==> src/hw/rtl/md5_pkg.sv <==
// Shared types, constants and helper functions for the MD5 digest block.
// Used by md5_message_digest; depends on nothing else.
`timescale 1ns / 1ps

package md5_pkg;

    typedef enum logic [2:0] {
        ST_IDLE,
        ST_LOAD,
        ST_ROUND,
        ST_ADD,
        ST_PAD,
        ST_LEN,
        ST_DONE
    } md5_state_t;

    localparam logic [31:0] IV0 = 32'h67452301;
    localparam logic [31:0] IV1 = 32'hefcdab89;
    localparam logic [31:0] IV2 = 32'h98badcfe;
    localparam logic [31:0] IV3 = 32'h10325476;

    localparam logic [7:0] PAD_BYTE = 8'h80;
    localparam logic [5:0] LEN_POS = 6'd56;

    localparam logic [31:0] ROUND_K [64] = '{
        32'hd76aa478, 32'he8c7b756, 32'h242070db, 32'hc1bdceee,
        32'hf57c0faf, 32'h4787c62a, 32'ha8304613, 32'hfd469501,
        32'h698098d8, 32'h8b44f7af, 32'hffff5bb1, 32'h895cd7be,
        32'h6b901122, 32'hfd987193, 32'ha679438e, 32'h49b40821,
        32'hf61e2562, 32'hc040b340, 32'h265e5a51, 32'he9b6c7aa,
        32'hd62f105d, 32'h02441453, 32'hd8a1e681, 32'he7d3fbc8,
        32'h21e1cde6, 32'hc33707d6, 32'hf4d50d87, 32'h455a14ed,
        32'ha9e3e905, 32'hfcefa3f8, 32'h676f02d9, 32'h8d2a4c8a,
        32'hfffa3942, 32'h8771f681, 32'h6d9d6122, 32'hfde5380c,
        32'ha4beea44, 32'h4bdecfa9, 32'hf6bb4b60, 32'hbebfbc70,
        32'h289b7ec6, 32'heaa127fa, 32'hd4ef3085, 32'h04881d05,
        32'hd9d4d039, 32'he6db99e5, 32'h1fa27cf8, 32'hc4ac5665,
        32'hf4292244, 32'h432aff97, 32'hab9423a7, 32'hfc93a039,
        32'h655b59c3, 32'h8f0ccc92, 32'hffeff47d, 32'h85845dd1,
        32'h6fa87e4f, 32'hfe2ce6e0, 32'ha3014314, 32'h4e0811a1,
        32'hf7537e82, 32'hbd3af235, 32'h2ad7d2bb, 32'heb86d391
    };

    localparam logic [4:0] ROT_AMOUNT [16] = '{
        5'd7, 5'd12, 5'd17, 5'd22,
        5'd5, 5'd9,  5'd14, 5'd20,
        5'd4, 5'd11, 5'd16, 5'd23,
        5'd6, 5'd10, 5'd15, 5'd21
    };

    function automatic logic [31:0] rotl32(input logic [31:0] x, input logic [4:0] s);
        logic [63:0] wide;
        wide = {x, x} << s;
        return wide[63:32];
    endfunction

    function automatic logic [31:0] bswap32(input logic [31:0] x);
        return {x[7:0], x[15:8], x[23:16], x[31:24]};
    endfunction

endpackage

==> src/hw/rtl/md5_message_digest.sv <==
// MD5 message digest over a byte stream, one compression round per cycle.
// Depends on md5_pkg for the state type, round constants and helpers.
// Bytes are taken one per cycle in the idle state; each full block runs load, 64 rounds, add.
// Closing a message writes the padding bytes at one per cycle, then the length words,
// runs one or two compressions, and registers the digest once the output is free.
// Bytes wait while a block compresses. Reset (aresetn low, synchronous) restores the IV.
`timescale 1ns / 1ps

module md5_message_digest (
    input  logic        aclk,
    input  logic        aresetn,
    input  logic        s_valid,
    output logic        s_ready,
    input  logic [7:0]  s_data_byte,
    input  logic        s_byte_present,
    input  logic        s_end_of_message,
    output logic        m_valid,
    input  logic        m_ready,
    output logic [63:0] m_digest_upper,
    output logic [63:0] m_digest_lower
);
    import md5_pkg::*;

    md5_state_t  state_reg, state_next;
    logic [31:0] chain_reg [4];
    logic [31:0] chain_next [4];
    logic [31:0] work_reg [4];
    logic [31:0] work_next [4];
    logic [31:0] block_mem [16];
    logic [5:0]  pos_reg, pos_next;
    logic [63:0] len_reg, len_next;
    logic [5:0]  round_reg, round_next;
    logic        last_reg, last_next;
    logic        first_reg, first_next;
    logic        final_reg, final_next;
    logic        out_valid_reg, out_valid_next;
    logic [63:0] upper_reg, upper_next;
    logic [63:0] lower_reg, lower_next;

    logic        byte_we;
    logic [7:0]  byte_val;
    logic        len_we;

    logic [1:0]  phase;
    logic [31:0] f_val;
    logic [3:0]  g_idx;
    logic [31:0] sum_val;
    logic [31:0] new_b;
    logic [5:0]  pos_inc;

    assign s_ready        = (state_reg == ST_IDLE);
    assign m_valid        = out_valid_reg;
    assign m_digest_upper = upper_reg;
    assign m_digest_lower = lower_reg;
    assign pos_inc        = pos_reg + 6'd1;

    always_comb begin
        phase = round_reg[5:4];
        unique case (phase)
            2'd0: begin
                f_val = (work_reg[1] & work_reg[2]) | (~work_reg[1] & work_reg[3]);
                g_idx = round_reg[3:0];
            end
            2'd1: begin
                f_val = (work_reg[1] & work_reg[3]) | (work_reg[2] & ~work_reg[3]);
                g_idx = 4'(round_reg[3:0] * 4'd5 + 4'd1);
            end
            2'd2: begin
                f_val = work_reg[1] ^ work_reg[2] ^ work_reg[3];
                g_idx = 4'(round_reg[3:0] * 4'd3 + 4'd5);
            end
            default: begin
                f_val = work_reg[2] ^ (work_reg[1] | ~work_reg[3]);
                g_idx = 4'(round_reg[3:0] * 4'd7);
            end
        endcase
        sum_val = work_reg[0] + f_val + ROUND_K[round_reg] + block_mem[g_idx];
        new_b   = work_reg[1] + rotl32(sum_val, ROT_AMOUNT[{phase, round_reg[1:0]}]);
    end

    always_comb begin
        state_next     = state_reg;
        chain_next     = chain_reg;
        work_next      = work_reg;
        pos_next       = pos_reg;
        len_next       = len_reg;
        round_next     = round_reg;
        last_next      = last_reg;
        first_next     = first_reg;
        final_next     = final_reg;
        out_valid_next = out_valid_reg;
        upper_next     = upper_reg;
        lower_next     = lower_reg;
        byte_we        = 1'b0;
        byte_val       = s_data_byte;
        len_we         = 1'b0;

        if (out_valid_reg && m_ready) begin
            out_valid_next = 1'b0;
        end

        unique case (state_reg)
            ST_IDLE: begin
                if (s_valid) begin
                    last_next  = s_end_of_message;
                    first_next = 1'b1;
                    if (s_byte_present) begin
                        byte_we  = 1'b1;
                        pos_next = pos_inc;
                        len_next = len_reg + 64'd8;
                        if (pos_inc == 6'd0) begin
                            state_next = ST_LOAD;
                        end else if (s_end_of_message) begin
                            state_next = ST_PAD;
                        end
                    end else if (s_end_of_message) begin
                        state_next = ST_PAD;
                    end
                end
            end
            ST_PAD: begin
                byte_we    = 1'b1;
                byte_val   = first_reg ? PAD_BYTE : 8'd0;
                first_next = 1'b0;
                pos_next   = pos_inc;
                if (pos_inc == 6'd0) begin
                    state_next = ST_LOAD;
                end else if (pos_inc == LEN_POS) begin
                    state_next = ST_LEN;
                end
            end
            ST_LEN: begin
                len_we     = 1'b1;
                final_next = 1'b1;
                state_next = ST_LOAD;
            end
            ST_LOAD: begin
                work_next  = chain_reg;
                round_next = 6'd0;
                state_next = ST_ROUND;
            end
            ST_ROUND: begin
                work_next[0] = work_reg[3];
                work_next[1] = new_b;
                work_next[2] = work_reg[1];
                work_next[3] = work_reg[2];
                round_next   = round_reg + 6'd1;
                if (round_reg == 6'd63) begin
                    state_next = ST_ADD;
                end
            end
            ST_ADD: begin
                for (int i = 0; i < 4; i++) begin
                    chain_next[i] = chain_reg[i] + work_reg[i];
                end
                if (final_reg) begin
                    state_next = ST_DONE;
                end else if (last_reg) begin
                    state_next = ST_PAD;
                end else begin
                    state_next = ST_IDLE;
                end
            end
            ST_DONE: begin
                if (!out_valid_reg || m_ready) begin
                    out_valid_next = 1'b1;
                    upper_next     = {bswap32(chain_reg[0]), bswap32(chain_reg[1])};
                    lower_next     = {bswap32(chain_reg[2]), bswap32(chain_reg[3])};
                    chain_next[0]  = IV0;
                    chain_next[1]  = IV1;
                    chain_next[2]  = IV2;
                    chain_next[3]  = IV3;
                    pos_next       = 6'd0;
                    len_next       = 64'd0;
                    last_next      = 1'b0;
                    final_next     = 1'b0;
                    state_next     = ST_IDLE;
                end
            end
            default: begin
                state_next = ST_IDLE;
            end
        endcase
    end

    always_ff @(posedge aclk) begin
        if (!aresetn) begin
            state_reg     <= ST_IDLE;
            chain_reg[0]  <= IV0;
            chain_reg[1]  <= IV1;
            chain_reg[2]  <= IV2;
            chain_reg[3]  <= IV3;
            work_reg      <= '{default: 32'd0};
            pos_reg       <= 6'd0;
            len_reg       <= 64'd0;
            round_reg     <= 6'd0;
            last_reg      <= 1'b0;
            first_reg     <= 1'b0;
            final_reg     <= 1'b0;
            out_valid_reg <= 1'b0;
        end else begin
            state_reg     <= state_next;
            chain_reg     <= chain_next;
            work_reg      <= work_next;
            pos_reg       <= pos_next;
            len_reg       <= len_next;
            round_reg     <= round_next;
            last_reg      <= last_next;
            first_reg     <= first_next;
            final_reg     <= final_next;
            out_valid_reg <= out_valid_next;
        end
    end

    always_ff @(posedge aclk) begin
        upper_reg <= upper_next;
        lower_reg <= lower_next;
    end

    // A byte lands in its lane; the first byte of a word clears the other lanes.
    always_ff @(posedge aclk) begin
        if (byte_we) begin
            unique case (pos_reg[1:0])
                2'd0: block_mem[pos_reg[5:2]] <= {24'd0, byte_val};
                2'd1: block_mem[pos_reg[5:2]][15:8] <= byte_val;
                2'd2: block_mem[pos_reg[5:2]][23:16] <= byte_val;
                default: block_mem[pos_reg[5:2]][31:24] <= byte_val;
            endcase
        end
        if (len_we) begin
            block_mem[14] <= len_reg[31:0];
            block_mem[15] <= len_reg[63:32];
        end
    end

    a_round_idle: assert property (@(posedge aclk) disable iff (!aresetn)
        (state_reg != ST_ROUND) |-> (round_reg == 6'd0))
        else $error("Round counter is not zero outside the round loop.");

    a_len_pos: assert property (@(posedge aclk) disable iff (!aresetn)
        (state_reg == ST_LEN) |-> (pos_reg == LEN_POS))
        else $error("Length words are written at the wrong block position.");

    a_final_done: assert property (@(posedge aclk) disable iff (!aresetn)
        (state_reg == ST_ADD && final_reg) |=> (state_reg == ST_DONE))
        else $error("Final compression did not lead to the digest state.");

    a_pad_last: assert property (@(posedge aclk) disable iff (!aresetn)
        (state_reg == ST_PAD) |-> last_reg)
        else $error("Padding started without an end of message.");

endmodule
==> config.mk <==
export PLATFORM = sky130hd
export DESIGN_NAME = md5_message_digest
export DESIGN_NICKNAME = d
export VERILOG_FILES = /design/src/hw/rtl/md5_pkg.sv /design/src/hw/rtl/md5_message_digest.sv
export SDC_FILE = /design/constraint.sdc
export NUM_CORES = 2
export LEC_CHECK = 0
export BUFFER_PORTS_ARGS = -buffer_cell sky130_fd_sc_hd__clkbuf_2
export CORE_ASPECT_RATIO = 0.6
export CORE_UTILIZATION = 43
export DETAILED_ROUTE_END_ITERATION = 8
export SYNTH_ARGS = -nofsm -noshare
export SYNTH_HDL_FRONTEND = slang
export SYNTH_SLANG_ARGS = --single-unit
==> constraint.sdc <==
create_clock -name aclk -period 13.1 [get_ports aclk]
set_input_delay 1.31 -clock aclk [delete_from_list [all_inputs] [get_ports aclk]]
set_output_delay 1.31 -clock aclk [all_outputs]
set_load 0.01 [all_outputs]
Word-level counts from Yosys, hierarchy flattened --
Memories as Yosys holds them, arrays and structs flattened. Index checks and enable logic that the tools add are counted.
Cells by class: magnitude comparators 2, shift-type cells 1, reductions and logical operators 23, bitwise operators 17, multiply operators 3, muxes and demuxes 64, equality and inequality tests 17, add/sub/neg operators 13
Operator list (count):
- $pmux 128 s2 | 2
- $add 32x32->32 | 8
- $mux 64 | 3
- $and 32x32->32 | 4
- $mux 128 | 1
- $pmux 64 s2 | 1
- $mux 32 | 3
- $or 32x32->32 | 3
- $pmux 32 s3 | 1
- $xor 32x32->32 | 3
- $add 64x4->64 const B | 1
- $not 32->32 | 2
- $shl 64x5->64 | 1
- $mux 8 | 5
- $reduce_or 32->1 | 1
- $mux 3 | 10
- $mux 1 | 23
- $pmux 3 s7 | 1
- $mux 6 | 3
- $pmux 6 s3 | 1
- $add 6x1->6 const B | 2
- $eq 6x6->1 const B | 2
- $pmux 4 s3 | 1
- $pmux 6 s2 | 1
- other kinds (32) | 57
Storage, ports and cells: output and inout bits 130, memory bits (read-only) 2128, memories 3, bits in writable memories 512, word-level logic and storage cells 161, bits in registers 467
Memory list:
- (name not given) | words 64, bits a word 32, read ports 1, clocked after Yosys merged registers in 0, wr ports 0, line md5_message_digest.sv:77 | sum_val = work_reg[0] + f_val + ROUND_K[round_reg] + block_mem[g_idx];
- block_mem | words 16, bits a word 32, read ports 1, clocked after Yosys merged registers in 0, wr ports 2, line md5_message_digest.sv:29 | logic [31:0] block_mem [16];
- (name not given) | words 16, bits a word 5, read ports 1, clocked after Yosys merged registers in 0, wr ports 0, line md5_message_digest.sv:78 | new_b = work_reg[1] + rotl32(sum_val, ROT_AMOUNT[{phase, round_reg[1:0]}]);

Longest topological paths before layout --
word-level depth 10, mapped depth 48, mapped depth without buffers 44

Worst setup path after synthesis --
OpenSTA, ideal clock, no wires.
kind register to register, from register round_reg[2], to register work_reg[94] (netlist bit), data arrival time 9.884 ns, clock period less this slack 9.971 ns, data required time 13.013 ns, buffers on the path 4, cell stages (with the launch flop) 48, path slack 3.129 ns, library setup time 0.087 ns, cell sequence dfxtp_1 -> inv_1 -> clkbuf_1 -> clkbuf_1 -> fa_1 -> inv_1 -> ha_1 -> xor2_1 -> xnor2_1 -> mux2i_1 -> mux2i_1 -> buf_2 -> clkbuf_1 -> mux2i_1 -> nor2_1 -> a21oi_1 -> fa_1 -> inv_1 -> [... 12 more ...] -> a21oi_1 -> a21o_1 -> o21ai_0 -> mux2_2 -> fa_1 -> a21o_1 -> a21o_1 -> a21boi_1 -> o21ai_0 -> a31oi_1 -> o21ai_0 -> o41ai_2 -> nor4_1 -> o32a_1 -> a21oi_1 -> o22ai_1 -> mux2_2 -> o31ai_1
On the way: word-level cells in the longest chain between the ends 9, elaborated cells between the ends (all ways) 16, classes of those cells 5 x add/sub; 3 x mul; 1 x shift; 4 x mux; 1 x bitwise; 2 x memory
Ends and longest elaborated chain:
- start, declared | line md5_message_digest.sv:32 | logic [5:0] round_reg, round_next;
- start signal, assigned | line md5_message_digest.sv:207 | round_reg <= round_next;
- branches (longest 5 deep; another with $mem_v2 16x32)
- $add 32x32->32 (*) | line md5_message_digest.sv:77
- $shl 64x5->64 (*) | line md5_pkg.sv:53 | wide = {x, x} << s;
- $add 32x32->32 (*) | line md5_message_digest.sv:78
- $pmux 128 s2 (*) | line md5_message_digest.sv:102 | unique case (state_reg)
- end signal, assigned | line md5_message_digest.sv:204 | work_reg <= work_next;
- end, declared | line md5_message_digest.sv:27 | logic [31:0] work_reg [4];
Every way passes the cells marked *. The select of a mux whose other input is x is not followed. A chain may end at the register's enable or synchronous reset.

Final worst setup path --
from register round_reg[1], to register work_reg[94] (netlist bit)
On the way: word-level cells in the longest chain between the ends 9, elaborated cells between the ends (all ways) 20, classes of those cells 5 x add/sub; 3 x mul; 1 x shift; 6 x mux; 2 x bitwise; 3 x memory
Ends and longest elaborated chain (line):
- branches (longest 6 deep; another with $mem_v2 16x32)
- $shl 64x5->64 (*) | md5_pkg.sv:53
- $add 32x32->32 (*) | md5_message_digest.sv:78
- $pmux 128 s2 (*) | md5_message_digest.sv:102
Marks and branches as above.

==> flow_summary_export.csv <==
group,metric,value,unit
status,status,"finished with violations",
status,violations,"DRC",
global_route,grt_usage,27.8,%
sta,final-max-slew-violation-count,0,
finish,area_delta_synth_final,10.2,%
sta,grt_setup_unrepaired,"no",
synth,yosysUniqueCellTypes,91,
setup_path,worstPathArrival,12600,ps
synth,synth_compound_area_share,16.7,%
setup_path,path_max_fanout,42,
global_route,grt_pass1_vias,40200,
cts,htree_levels,3,
floorplan,start_util,43.5,%
placement,place_congestion,1.04,
synth,ys_seq_elements,976,
sta,final.period_utilization,91.4,%
setup_path,critPathCaptureType,"flip-flop",
setup_path,reg2reg_slack,1130,ps
cts,clk_latency,720,ps
global_route,grt_max_degree,187,
routing,viasPerCell,6.10,
synth,synth-simple-area-share,13.0,%
finish,regArea,26000,um^2
setup_path,worstSetupPathDepth,40,
sta,fmax,83.5,MHz
setup_path,start_kind,"flip-flop",
finish,multiInputGateArea,27300,um^2
routing,dr_total_vias,43600,
floorplan,die-area,130000,um^2
synth,syn_nets,5668,
finish,final_layout_size_suffix_gt1_share,11.9,%
setup_path,timing.critical_path.buf_inv,3,
routing,first_pass_iters,9,
cts,cts_resized,0,
sta,final.min_clock_period,11970,ps
setup_path,crit_required,13730,ps
finish,fillCellCount,11600,
cts,cts_buffers,92,
floorplan,die_height,279,um
sta,timing_hold_violations_final,0,
power_and_ir_drop,max-vdd-ir-drop,0.192,mV
setup_path,r2r_cells,40,
global_route,antenna_found_initial,6,
global_route,grt_pass1_wl,270,mm
cts,cts_root_buf,"clkbuf_16",
power_and_ir_drop,pwr_density_cell,239,nW/um^2
worst_hold_path,min_from,"chain_reg[31]",
synth,ys.flop_type,"edfxtp_1",
routing,drc,3,
synth,syn_area,55200,um^2
synth,synth_edf_count,640,
worst_hold_path,min_to,"m_digest_lower[7]",
synth,synth_xor_area_share,3.87,%
sta,tightest_slew,1290,ps
worst_hold_path,worstHoldPathCells,0,
placement,port-buffer-count,143,
synth,synthArstFlopShare,0,%
routing,ant_nets,0,
sta,finalSetupViolCount,0,
power_and_ir_drop,p_leak,23.9,nW
setup_path,critical_path_class,"flip-flop to flip-flop",
floorplan,rows,101,
routing,first_iter_violations,5476,
routing,postRouteWirelength,184,mm
synth,syn_avg_cell_area,10.3,um^2
setup_path,cpPeakStageDelay,730,ps
synth,yosys_warnings,0,
sta,fin_skew,32.2,ps
setup_path,r2r_start,"round_reg[1]",
setup_path,crit_family,"compound AO/OA/AOI/OAI gates",
sta,relSlewSlack,13.9,%
finish,layout.nets,5687,
synth,netlist_instances,5362,
routing,avgRoutedWirePerCell,25.7,um
global_route,grt-ovfl-total,0,
synth,yosysSeqAreaShare,47.0,%
worst_hold_path,min_path_type,"flip-flop to flip-flop",
flow_run,drv_cap,0,
placement,dpl.hpwl,135,mm
cts,cts.clk_slew.worst_paths,70,ps
setup_path,cpMostUsedCell,"o21ai_0",
floorplan,core,127000,um^2
finish,largest_register_ff_count,512,
sta,whs,472,ps
setup_path,cp_slowest_cell,"ha_1",
cts,clock_sinks,976,
cts,cts_tree,"yes",
cts,cts_buffer_depth,3,
setup_path,r2r_end,"work_reg[94]",
floorplan,die_w,464,um
cts,cts_setup_buffers,0,
synth,synth_mux_area_share,8.23,%
synth,synth_fa_ha_area_share,7.58,%
floorplan,ios,144,
sta,setup-tns-final,0,ps
cts,holdBufCountCts,0,
synth,synth_top_family_by_area,"compound AO/OA/AOI/OAI gates",
[cells in the mapped netlist, drive strengths merged (83+ instances only)]
cell    instances  share of area [%]
clkbuf        250                1.7
edfxtp        640                 35
dfxtp         336                 12
o21ai         365                3.4
nand2         640                4.4
a21oi         348                3.2
inv           209                1.4
mux4          134                5.5
a31oi          83               0.94
nand3         172                1.6
nor2          479                3.3
ha            223                5.1
xnor2         160                2.6
a21o          123                1.7
mux2i          98                1.8
[stage by stage]
stage	worst slack [ps]	utilization [%]	power, W	area (um^2)	cells
5_1_grt	462	47.9	0.0153	60800	7158
2_1_floorplan	3130	-	0.00909	55200	5362
3_5_place_dp	1440	45.5	0.0114	57700	6985
4_1_cts	1360	47.9	0.0143	60800	7156
6_report	1130	47.9	0.0145	60800	7158
3_3_place_gp	1650	45.5	0.0114	57700	6985
[where the power goes]
group / internal, W / switching (W) / total [W] / leakage, nW
logic: 0.00288 / 0.00497 / 0.00785 / 13.7
clock network: 0.00157 / 0.00126 / 0.00283 / 1.51
registers: 0.00351 / 0.000323 / 0.00383 / 8.61
total: 0.00796 / 0.00656 / 0.0145 / 23.9
[how the worst max path moves through the flow]
| stage | slack, ps | to | from |
|---|---|---|---|
| floorplan | 3130 | work_reg[94] | round_reg[2] |
| global placement | 1650 | work_reg[94] | round_reg[1] |
| detailed placement | 1440 | work_reg[94] | round_reg[1] |
| CTS | 1360 | work_reg[94] | round_reg[1] |
| global route | 460 | work_reg[94] | round_reg[1] |
| finish | 1130 | work_reg[94] | round_reg[1] |
[cell usage in the layout, fill, tap and decap left out, types with 72 or more instances in the layout]
cell	instances
ha_1	223
xnor2_1	157
clkbuf_16	94
a21oi_1	344
o211a_1	76
edfxtp_1	640
a21o_1	123
o21ai_0	355
dfxtp_1	332
mux2i_1	97
nor2_1	476
mux4_2	134
a31oi_1	83
buf_4	87
a211oi_1	72
clkbuf_2	142
nand3_1	172
nand2_1	637
xor2_1	79
inv_1	207
[layer usage]
metal,part of all wire (%),GRT usage (%),vias to the layer above
met2,38,35.8,2004
met5,0,0,-
met4,1.6,5.03,0
li1,-,-,19800
met3,13,10.1,195
met1,48,43.7,21700
[final cells by class]
cell class | instances | share of cell area [%]
sequential | 976 | 42.7
tap | 1699 | 3.49
multi-input combinational | 3865 | 45.0
clock inverter | 58 | 1.11
antenna | 1 | 0.00411
inverter | 211 | 1.31
clock buffer | 113 | 4.03
timing repair buffer | 235 | 2.42
[logic make-up (layout without fill, tap and decap cells)]
kind of cell	count (synthesis)	count (layout)
xor+xnor	241	241
simple gates	1634	1634
other cells	0	1
compound gates	1417	1417
flops	976	976
mux	280	280
fa+ha+maj	293	293
buf+inv	521	617
(Power assumes the default switching activity.)
